===== config.mk =====
export PLATFORM = sky130hd
export DESIGN_NAME = integer_to_ascii_formatter
export DESIGN_NICKNAME = d
export VERILOG_FILES = /design/src/hw/rtl/i2a_pkg.sv /design/src/hw/rtl/i2a_front.sv /design/src/hw/rtl/i2a_queue.sv /design/src/hw/rtl/i2a_back.sv /design/src/hw/rtl/integer_to_ascii_formatter.sv
export SDC_FILE = /design/constraint.sdc
export NUM_CORES = 1
export LEC_CHECK = 0
export ABC_AREA = 1
export BUFFER_PORTS_ARGS = -buffer_cell sky130_fd_sc_hd__buf_4
export CAP_MARGIN = 10
export CORE_UTILIZATION = 45
export CTS_CLUSTER_SIZE = 16
export DETAILED_ROUTE_END_ITERATION = 8
export GPL_ROUTABILITY_DRIVEN = 0
export GPL_TIMING_DRIVEN = 0
export PLACE_DENSITY = 0.67
export REMOVE_ABC_BUFFERS = 1
export SYNTH_ARGS = -nofsm -noshare
export SYNTH_HDL_FRONTEND = slang
export SYNTH_SLANG_ARGS = --single-unit

===== constraint.sdc =====
create_clock -name i_clk -period 9.45 [get_ports i_clk]
set_input_delay 0.4725 -clock i_clk [delete_from_list [all_inputs] [get_ports i_clk]]
set_output_delay 0.4725 -clock i_clk [all_outputs]
set_load 0.005 [all_outputs]

===== src/hw/rtl/i2a_pkg.sv =====
// package for the integer to ascii formatter
// item descriptor, back-end states, ascii constants and the digit encode function
// no dependencies
package i2a_pkg;

    localparam int VALUE_W   = 64;
    localparam int WIDTH_W   = 6;
    localparam int OP_W      = 2;
    localparam int CHAR_W    = 8;
    localparam int DEC_DIGITS = 20;
    localparam int HEX_DIGITS = 16;
    localparam int BCD_W     = 4 * DEC_DIGITS;
    localparam int NDIG_W    = 5;
    localparam int CONV_CNT_W = 6;
    localparam int DEFAULT_MAX_WIDTH = 63;

    localparam logic [OP_W-1:0] OP_UDEC  = 2'd0;
    localparam logic [OP_W-1:0] OP_SDEC  = 2'd1;
    localparam logic [OP_W-1:0] OP_LHEX  = 2'd2;
    localparam logic [OP_W-1:0] OP_UHEX  = 2'd3;

    localparam logic [CHAR_W-1:0] CH_ZERO  = 8'h30;
    localparam logic [CHAR_W-1:0] CH_SPACE = 8'h20;
    localparam logic [CHAR_W-1:0] CH_MINUS = 8'h2d;
    localparam logic [CHAR_W-1:0] CH_UPPER_A = 8'h41;
    localparam logic [CHAR_W-1:0] CH_LOWER_A = 8'h61;

    typedef struct packed {
        logic               hex;
        logic               upper;
        logic               neg;
        logic [VALUE_W-1:0] mag;
        logic [WIDTH_W-1:0] width;
        logic               zero_fill;
    } t_desc;

    typedef enum logic [1:0] {
        B_IDLE,
        B_CONV,
        B_NORM,
        B_EMIT
    } t_back_state;

    // one digit (0..15) to its ascii code
    function automatic logic [CHAR_W-1:0] digit_char(input logic [3:0] d, input logic upper);
        logic [CHAR_W-1:0] base;
        base = upper ? CH_UPPER_A : CH_LOWER_A;
        if (d < 4'd10) begin
            digit_char = CH_ZERO + {4'd0, d};
        end else begin
            digit_char = base + {4'd0, d} - 8'd10;
        end
    endfunction

endpackage


===== src/hw/rtl/i2a_front.sv =====
// front end: accepts items, classifies mode and sign, takes the magnitude
// registers one descriptor for the queue; uses i2a_pkg
module i2a_front #(
    parameter int MAX_WIDTH = i2a_pkg::DEFAULT_MAX_WIDTH
) (
    input  logic                        i_clk,
    input  logic                        i_rst_n,
    input  logic                        i_push,
    output logic                        o_full,
    input  logic [i2a_pkg::OP_W-1:0]    i_op,
    input  logic [i2a_pkg::VALUE_W-1:0] i_value,
    input  logic [i2a_pkg::WIDTH_W-1:0] i_width,
    input  logic                        i_zero_fill,
    output logic                        o_desc_valid,
    output i2a_pkg::t_desc              o_desc,
    input  logic                        i_q_full
);

    localparam logic [i2a_pkg::WIDTH_W-1:0] MAX_W = i2a_pkg::WIDTH_W'(MAX_WIDTH);

    logic           r_valid, n_valid;
    i2a_pkg::t_desc r_desc, n_desc;
    logic           w_accept;

    assign o_full       = r_valid && i_q_full;
    assign w_accept     = i_push && !o_full;
    assign o_desc_valid = r_valid;
    assign o_desc       = r_desc;

    always_comb begin
        n_valid = w_accept || (r_valid && i_q_full);
        n_desc  = r_desc;
        if (w_accept) begin
            n_desc.hex       = (i_op == i2a_pkg::OP_LHEX) || (i_op == i2a_pkg::OP_UHEX);
            n_desc.upper     = (i_op == i2a_pkg::OP_UHEX);
            n_desc.neg       = (i_op == i2a_pkg::OP_SDEC) && i_value[i2a_pkg::VALUE_W-1];
            n_desc.mag       = n_desc.neg ? (~i_value + 64'd1) : i_value;
            n_desc.width     = (i_width > MAX_W) ? MAX_W : i_width;
            n_desc.zero_fill = i_zero_fill;
        end
    end

    always_ff @(posedge i_clk) begin
        if (!i_rst_n) begin
            r_valid <= 1'b0;
        end else begin
            r_valid <= n_valid;
        end
        r_desc <= n_desc;
    end

    property p_neg_not_hex;
        @(posedge i_clk) disable iff (!i_rst_n)
            (r_valid && r_desc.neg) |-> !r_desc.hex;
    endproperty
    a_neg_not_hex: assert property (p_neg_not_hex) else $error("hex item marked negative");

    property p_hold_when_blocked;
        @(posedge i_clk) disable iff (!i_rst_n)
            (r_valid && i_q_full) |=> (r_valid && $stable(r_desc));
    endproperty
    a_hold_when_blocked: assert property (p_hold_when_blocked) else $error("descriptor lost");

    property p_width_sat;
        @(posedge i_clk) disable iff (!i_rst_n)
            r_valid |-> (r_desc.width <= MAX_W);
    endproperty
    a_width_sat: assert property (p_width_sat) else $error("width above limit");

endmodule


===== src/hw/rtl/i2a_queue.sv =====
// two-entry descriptor queue between front and back end
// uses i2a_pkg for the descriptor type
module i2a_queue (
    input  logic           i_clk,
    input  logic           i_rst_n,
    input  logic           i_wr,
    input  i2a_pkg::t_desc i_wdata,
    output logic           o_full,
    input  logic           i_rd,
    output logic           o_empty,
    output i2a_pkg::t_desc o_rdata
);

    i2a_pkg::t_desc r_mem [2];
    logic           r_wptr, r_rptr;
    logic [1:0]     r_count;
    logic           w_wr, w_rd;

    assign o_full  = (r_count == 2'd2);
    assign o_empty = (r_count == 2'd0);
    assign o_rdata = r_mem[r_rptr];
    assign w_wr    = i_wr && !o_full;
    assign w_rd    = i_rd && !o_empty;

    always_ff @(posedge i_clk) begin
        if (!i_rst_n) begin
            r_wptr  <= 1'b0;
            r_rptr  <= 1'b0;
            r_count <= 2'd0;
        end else begin
            if (w_wr) begin
                r_wptr <= !r_wptr;
            end
            if (w_rd) begin
                r_rptr <= !r_rptr;
            end
            r_count <= r_count + {1'b0, w_wr} - {1'b0, w_rd};
        end
        if (w_wr) begin
            r_mem[r_wptr] <= i_wdata;
        end
    end

    property p_count_range;
        @(posedge i_clk) disable iff (!i_rst_n)
            r_count <= 2'd2;
    endproperty
    a_count_range: assert property (p_count_range) else $error("queue count out of range");

    property p_ptr_match;
        @(posedge i_clk) disable iff (!i_rst_n)
            ((r_count == 2'd0) || (r_count == 2'd2)) |-> (r_wptr == r_rptr);
    endproperty
    a_ptr_match: assert property (p_ptr_match) else $error("queue pointers disagree with count");

    property p_ptr_differ;
        @(posedge i_clk) disable iff (!i_rst_n)
            (r_count == 2'd1) |-> (r_wptr != r_rptr);
    endproperty
    a_ptr_differ: assert property (p_ptr_differ) else $error("queue pointers equal at one entry");

endmodule


===== src/hw/rtl/i2a_back.sv =====
// back end: binary to bcd by shift-add-3, leading zero strip, character emission
// holds the result register; uses i2a_pkg
module i2a_back (
    input  logic                        i_clk,
    input  logic                        i_rst_n,
    input  logic                        i_q_empty,
    input  i2a_pkg::t_desc              i_q_data,
    output logic                        o_q_rd,
    output logic                        o_empty,
    input  logic                        i_pop,
    output logic [i2a_pkg::CHAR_W-1:0]  o_character,
    output logic                        o_last
);

    localparam int BW = i2a_pkg::BCD_W;
    localparam int WW = i2a_pkg::WIDTH_W;
    localparam int NW = i2a_pkg::NDIG_W;

    i2a_pkg::t_back_state r_state, n_state;
    logic [i2a_pkg::VALUE_W-1:0]  r_mag, n_mag;
    logic [BW-1:0]                r_bcd, n_bcd;
    logic [i2a_pkg::CONV_CNT_W-1:0] r_cnt, n_cnt;
    logic [NW-1:0]                r_ndig, n_ndig;
    logic                         r_neg, n_neg;
    logic                         r_upper, n_upper;
    logic                         r_zfill, n_zfill;
    logic [WW-1:0]                r_width, n_width;
    logic [WW-1:0]                r_fill, n_fill;
    logic [WW-1:0]                r_rem, n_rem;
    logic                         r_ovalid, n_ovalid;
    logic [i2a_pkg::CHAR_W-1:0]   r_char, n_char;
    logic                         r_last, n_last;

    logic [BW-1:0] w_adj;
    logic [WW-1:0] w_body;
    logic          w_slot;

    assign o_empty     = !r_ovalid;
    assign o_character = r_char;
    assign o_last      = r_last;
    assign w_slot      = !r_ovalid || i_pop;
    assign w_body      = WW'(r_ndig) + WW'(r_neg);

    // add 3 to every bcd digit of 5 or more before the shift
    always_comb begin
        for (int k = 0; k < i2a_pkg::DEC_DIGITS; k++) begin
            w_adj[k*4 +: 4] = (r_bcd[k*4 +: 4] >= 4'd5) ? (r_bcd[k*4 +: 4] + 4'd3)
                                                         : r_bcd[k*4 +: 4];
        end
    end

    always_comb begin
        n_state  = r_state;
        n_mag    = r_mag;
        n_bcd    = r_bcd;
        n_cnt    = r_cnt;
        n_ndig   = r_ndig;
        n_neg    = r_neg;
        n_upper  = r_upper;
        n_zfill  = r_zfill;
        n_width  = r_width;
        n_fill   = r_fill;
        n_rem    = r_rem;
        n_ovalid = r_ovalid && !i_pop;
        n_char   = r_char;
        n_last   = r_last;
        o_q_rd   = 1'b0;
        unique case (r_state)
            i2a_pkg::B_IDLE: begin
                if (!i_q_empty) begin
                    o_q_rd  = 1'b1;
                    n_neg   = i_q_data.neg;
                    n_upper = i_q_data.upper;
                    n_zfill = i_q_data.zero_fill;
                    n_width = i_q_data.width;
                    n_mag   = i_q_data.mag;
                    if (i_q_data.hex) begin
                        n_bcd   = {i_q_data.mag, {(BW - i2a_pkg::VALUE_W){1'b0}}};
                        n_ndig  = NW'(i2a_pkg::HEX_DIGITS);
                        n_state = i2a_pkg::B_NORM;
                    end else begin
                        n_bcd   = '0;
                        n_ndig  = NW'(i2a_pkg::DEC_DIGITS);
                        n_cnt   = '1;
                        n_state = i2a_pkg::B_CONV;
                    end
                end
            end
            i2a_pkg::B_CONV: begin
                n_bcd = {w_adj[BW-2:0], r_mag[i2a_pkg::VALUE_W-1]};
                n_mag = {r_mag[i2a_pkg::VALUE_W-2:0], 1'b0};
                n_cnt = r_cnt - 1'b1;
                if (r_cnt == '0) begin
                    n_state = i2a_pkg::B_NORM;
                end
            end
            i2a_pkg::B_NORM: begin
                // strip one leading zero digit a cycle, keep at least one
                if ((r_bcd[BW-1 -: 4] == 4'd0) && (r_ndig > NW'(1))) begin
                    n_bcd  = {r_bcd[BW-5:0], 4'd0};
                    n_ndig = r_ndig - 1'b1;
                end else begin
                    n_fill  = (r_width > w_body) ? (r_width - w_body) : '0;
                    n_rem   = (r_width > w_body) ? r_width : w_body;
                    n_state = i2a_pkg::B_EMIT;
                end
            end
            i2a_pkg::B_EMIT: begin
                if (w_slot) begin
                    n_ovalid = 1'b1;
                    n_last   = (r_rem == WW'(1));
                    n_rem    = r_rem - 1'b1;
                    priority if (r_fill != '0) begin
                        n_char = r_zfill ? i2a_pkg::CH_ZERO : i2a_pkg::CH_SPACE;
                        n_fill = r_fill - 1'b1;
                    end else if (r_neg) begin
                        n_char = i2a_pkg::CH_MINUS;
                        n_neg  = 1'b0;
                    end else begin
                        n_char = i2a_pkg::digit_char(r_bcd[BW-1 -: 4], r_upper);
                        n_bcd  = {r_bcd[BW-5:0], 4'd0};
                    end
                    if (r_rem == WW'(1)) begin
                        n_state = i2a_pkg::B_IDLE;
                    end
                end
            end
            default: begin
                n_state = i2a_pkg::B_IDLE;
            end
        endcase
    end

    always_ff @(posedge i_clk) begin
        if (!i_rst_n) begin
            r_state  <= i2a_pkg::B_IDLE;
            r_ovalid <= 1'b0;
        end else begin
            r_state  <= n_state;
            r_ovalid <= n_ovalid;
        end
        r_mag   <= n_mag;
        r_bcd   <= n_bcd;
        r_cnt   <= n_cnt;
        r_ndig  <= n_ndig;
        r_neg   <= n_neg;
        r_upper <= n_upper;
        r_zfill <= n_zfill;
        r_width <= n_width;
        r_fill  <= n_fill;
        r_rem   <= n_rem;
        r_char  <= n_char;
        r_last  <= n_last;
    end

    property p_conv_digits;
        @(posedge i_clk) disable iff (!i_rst_n)
            (r_state == i2a_pkg::B_CONV) |-> (r_ndig == NW'(i2a_pkg::DEC_DIGITS));
    endproperty
    a_conv_digits: assert property (p_conv_digits) else $error("digit count wrong in conversion");

    property p_emit_rem;
        @(posedge i_clk) disable iff (!i_rst_n)
            (r_state == i2a_pkg::B_EMIT) |-> (r_rem != '0) && (r_rem > r_fill);
    endproperty
    a_emit_rem: assert property (p_emit_rem) else $error("character count underrun");

    property p_last_ends;
        @(posedge i_clk) disable iff (!i_rst_n)
            ((r_state == i2a_pkg::B_EMIT) && w_slot && (r_rem == WW'(1)))
                |=> (r_state == i2a_pkg::B_IDLE) && r_last && r_ovalid;
    endproperty
    a_last_ends: assert property (p_last_ends) else $error("field did not end with last");

endmodule


===== src/hw/rtl/integer_to_ascii_formatter.sv =====
// integer to ascii formatter, top level
// instantiates i2a_front, i2a_queue and i2a_back; uses i2a_pkg
//
// usage: both sides look like a queue. an item (op, value, width, zero_fill)
// is taken on a clock edge with i_push high and o_full low. characters come
// out one per result: o_character and o_last are valid while o_empty is low
// and move on an edge with i_pop high. o_last marks the final character.
// fill (space or '0') comes first, then '-' for negative signed decimal,
// then the digits with no leading zeros; widths above MAX_WIDTH saturate.
// timing: the front registers an item and writes it into the queue when
// the queue has room. decimal items then pass through the shift-add-3
// converter, one value bit a cycle; hex items skip it. leading zeros are
// stripped at one digit a cycle (up to 19 decimal, 15 hex), then one
// character leaves per cycle while the receiver keeps popping.
// up to three items wait in front of the back end so the host can keep
// pushing. reset clears all control state; no clearing pass is needed.
// a stalled receiver holds the current character and the back end waits;
// o_full rises once the queue and front register are both occupied.
module integer_to_ascii_formatter #(
    parameter int MAX_WIDTH = i2a_pkg::DEFAULT_MAX_WIDTH
) (
    input  logic                        i_clk,
    input  logic                        i_rst_n,
    input  logic                        i_push,
    output logic                        o_full,
    input  logic [i2a_pkg::OP_W-1:0]    i_op,
    input  logic [i2a_pkg::VALUE_W-1:0] i_value,
    input  logic [i2a_pkg::WIDTH_W-1:0] i_width,
    input  logic                        i_zero_fill,
    output logic                        o_empty,
    input  logic                        i_pop,
    output logic [i2a_pkg::CHAR_W-1:0]  o_character,
    output logic                        o_last
);

    logic           w_desc_valid;
    i2a_pkg::t_desc w_desc;
    logic           w_q_full;
    logic           w_q_empty;
    logic           w_q_rd;
    i2a_pkg::t_desc w_q_data;

    i2a_front #(
        .MAX_WIDTH(MAX_WIDTH)
    ) u_front (
        .i_clk        (i_clk),
        .i_rst_n      (i_rst_n),
        .i_push       (i_push),
        .o_full       (o_full),
        .i_op         (i_op),
        .i_value      (i_value),
        .i_width      (i_width),
        .i_zero_fill  (i_zero_fill),
        .o_desc_valid (w_desc_valid),
        .o_desc       (w_desc),
        .i_q_full     (w_q_full)
    );

    i2a_queue u_queue (
        .i_clk   (i_clk),
        .i_rst_n (i_rst_n),
        .i_wr    (w_desc_valid),
        .i_wdata (w_desc),
        .o_full  (w_q_full),
        .i_rd    (w_q_rd),
        .o_empty (w_q_empty),
        .o_rdata (w_q_data)
    );

    i2a_back u_back (
        .i_clk       (i_clk),
        .i_rst_n     (i_rst_n),
        .i_q_empty   (w_q_empty),
        .i_q_data    (w_q_data),
        .o_q_rd      (w_q_rd),
        .o_empty     (o_empty),
        .i_pop       (i_pop),
        .o_character (o_character),
        .o_last      (o_last)
    );

endmodule


==> flow_summary.toml <==
[outcome]
run_status = "completed"

[logic_synthesis]
async_reset_ff_frac = 0
yosysMostFrequentCell = "edfxtp_1"
synth_top_area_frac = 0.594
synth_area_mm2 = 0.0205
ys_types = 59
synthTopCellsByArea = "edfxtp_1 (59%), nand2_1 (6.3%), inv_1 (3.9%), ha_1 (3.7%), o21ai_0 (3.6%)"
synthFlopType = "edfxtp_1"
ys_top_cells_by_count = "edfxtp_1 (406), nand2_1 (342), inv_1 (212)"
yosysSeqAreaShare = 0.603
avgSynthCellArea_um2 = 10.9
synth_edf_count = 406
synth_largest_area_cell = "edfxtp_1"
ys_seq_elements = 415
yosysWarningCount = 0
synth_cells = 1887

[worst_setup_path]
critPathArrivalTime_ns = 4.13
required_ns = 9.84
crit_cells = 6
critical_path.max_stage_delay_ns = 1.00
regToRegSetupSlack_ns = 5.71
path_buf_inv = 2
r2r_end = "u_back.r_bcd[20]$_DFFE_PP_"
endpoint = "u_back.r_bcd[20]$_DFFE_PP_"
critPathLaunchType = "register"
r2r-start = "u_back.r_state[0]$_SDFFE_PN0P_"
crit_chain = "ha_1 > nor2_1 > nor2_2 > clkinv_2 > buf_12 > o221ai_1"
cp-end-kind = "register"
crit_fanout = 38
cp_top_family = "simple AND/OR/NAND/NOR gates"
critPathLaunch = "u_back.r_state[0]$_SDFFE_PN0P_"
slowest_stage = "nor2_2"
r2r_cells = 6
critPathKind = "register to register"

[timing]
tightest_slew_ns = 1.29
timing.final.crit_period_ns = 3.74
finalCritPeriodShare = 0.396
setup_viol = 0
finalMaxSlewViolations = 0
fmax_ghz = 0.267
slew_headroom = 0.141
clock_skew_ns = 0.0161
rsz0062_at_grt = "no"
finalHoldViolations = 0

[final_layout]
fillers = 3802
diodes = 0
multiInputGateArea_mm2 = 0.00710
num-nets-final = 2113
syn_to_final_growth_pct = 15.0
regArea_mm2 = 0.0124
drive_gt1_frac = 0.115
fin_cells = 2601

[route]
drtIter0Drc = 1142
drtPass1Iterations = 7
wl_um = 44600
drcViolationCount = 0
dr_total_vias = 14000
ant_nets = 0
vias_per_cell = 5.38
wl_per_cell_um = 17.2

[global_routing]
antenna_found_initial = 0
grt_pass1_vias = 13800
grt_pass1_wl_um = 72100
overflow = 0
grt_max_degree = 102
track_usage = 0.195

[clock_tree]
cts-htree-levels = 2
cts_tree = "built"
clk_pin_slew_ns = 0.06
insertion_delay_ns = 0.57
root_buffer = "clkbuf_16"
cts_inserted_buffers = 44
clock-sinks = 415
cts_hold_buffers = 0
cts_resized = 0
cts_setup_buffers = 0
clock_path_buffers = 3

[hold_path]
min_from = "i_width[2]"
min_delay_path_depth = 1
hp-class = "input pin to register"

[pwr]
p_leak_uw = 0.00879
finalPower_uw = 7100
power.density_mw_per_mm2 = 301
peakVddDrop_mv = 0.139

[die]
ios = 88
rows = 77
dieHeight_um = 216
start_util = 0.460
fp.dieW_um = 216
dieArea_mm2 = 0.0465
core_area_mm2 = 0.0446

[place]
dp.final_hpwl_um = 31300
portBuffers = 86
dpl.cell_count = 2520

[job]
cap_violations = 0
[per-layer routing]
metal / part of all wire / wire [um] / vias up / GRT usage
li1: - / - / 6822 / -
met1: 0.45 / 20300 / 6660 / 0.267
met2: 0.46 / 20300 / 455 / 0.314
met3: 0.064 / 2870 / 68 / 0.0342
met4: 0.025 / 1120 / 0 / 0.0629
met5: 0 / 0 / - / 0
[stage by stage]
step	hold slack, ns	setup TNS [ns]	worst slack (ns)	instance area (um^2)	utilization
6_report	0.0828	0	5.71	23600	0.529
5_1_grt	0.0498	0	5.56	23600	0.529
4_1_cts	0.0549	0	5.78	23600	0.529
3_5_place_dp	0.429	0	5.78	22200	0.497
3_3_place_gp	0.424	-308.13	-2.24	21600	0.484
2_1_floorplan	0.421	0	1.48	20200	-
[where the power goes]
| group | leakage [uW] | internal, uW | switching [uW] | total, uW |
|---|---|---|---|---|
| clock | 0.000685 | 981 | 709 | 1690 |
| combinational | 0.00417 | 826 | 1460 | 2280 |
| sequential | 0.00393 | 2780 | 340 | 3120 |
[cell families after synthesis]
kind of cell    after synthesis  share of synthesized area
mux                          64                     0.0312
fa+ha+maj                    61                     0.0376
flops                       415                      0.603
compound gates              323                     0.0984
xor+xnor                     82                     0.0350
simple gates                659                      0.141
buf+inv                     282                     0.0538
other cells                   1                   0.000183
[area by class of cell]
type,count,share of cell area
sequential,415,0.525
multi-input combinational,1190,0.301
clock buffer,56,0.0508
timing repair buffer,108,0.0489
inverter,216,0.0345
tap,592,0.0314
clock inverter,24,0.00886
[worst register-to-register path: cells and delay by family, from the launching register on]
kind / cells / cell delay [ns]
flip-flops: 1 / 0.43
AND/OR/NAND/NOR: 2 / 1.17
buffers and inverters: 2 / 1.09
AO/OA/AOI/OAI: 1 / 0.25
adder cells (fa/ha/maj): 1 / 0.62
[layout by cell type, fill, tap and decap left out, drive strengths merged, types with 3 or more instances in the layout]
master,Yosys,final
clkinvlp,0,3
or2,6,6
dfxtp,9,9
a31oi,7,7
buf,31,108
nor2,151,151
xor2,68,68
bufinv,0,3
nand3,99,99
o221ai,62,62
o22ai,8,8
o211ai,18,18
o32ai,4,4
clkinv,2,16
ha,60,60
nand2,355,355
mux2i,64,64
nor3,14,14
edfxtp,406,406
a32o,3,3
clkbuf,35,56
o31ai,3,3
inv,214,218
xnor2,14,14
a21oi,52,52
nand4,19,19
o21ai,156,156
nand3b,3,3
nor4,5,5
a211oi,3,3
[registers in the layout, indices dropped and copies added (netlist names), 2 cells and up, named ones only]
name and flops:
u_back.r_mag 64, u_back.o_character 7, u_front.o_desc 74, u_back.r_fill 6, u_back.r_ndig 5, u_back.r_rem 6, u_queue.r_mem 148, u_queue.r_count 2
u_back.r_bcd 80, u_back.r_state 2, u_back.r_cnt 6, u_back.r_width 6
[how the worst min path moves through the flow]
| stage | slack (ns) | endpoint |
|---|---|---|
| after detailed placement | 0.43 | u_queue.r_mem[0][10]$_DFFE_PP_ |
| after CTS | 0.05 | u_front.o_desc[3]$_SDFFCE_PN1P_ |
| after floorplan | 0.42 | u_queue.r_mem[0][0]$_DFFE_PP_ |
| after global routing | 0.05 | u_front.o_desc[3]$_SDFFCE_PN1P_ |
| final | 0.08 | u_front.o_desc[3]$_SDFFCE_PN1P_ |
| after global placement | 0.42 | u_queue.r_mem[0][70]$_DFFE_PP_ |
Note: power is estimated with default switching activity, not from simulation.
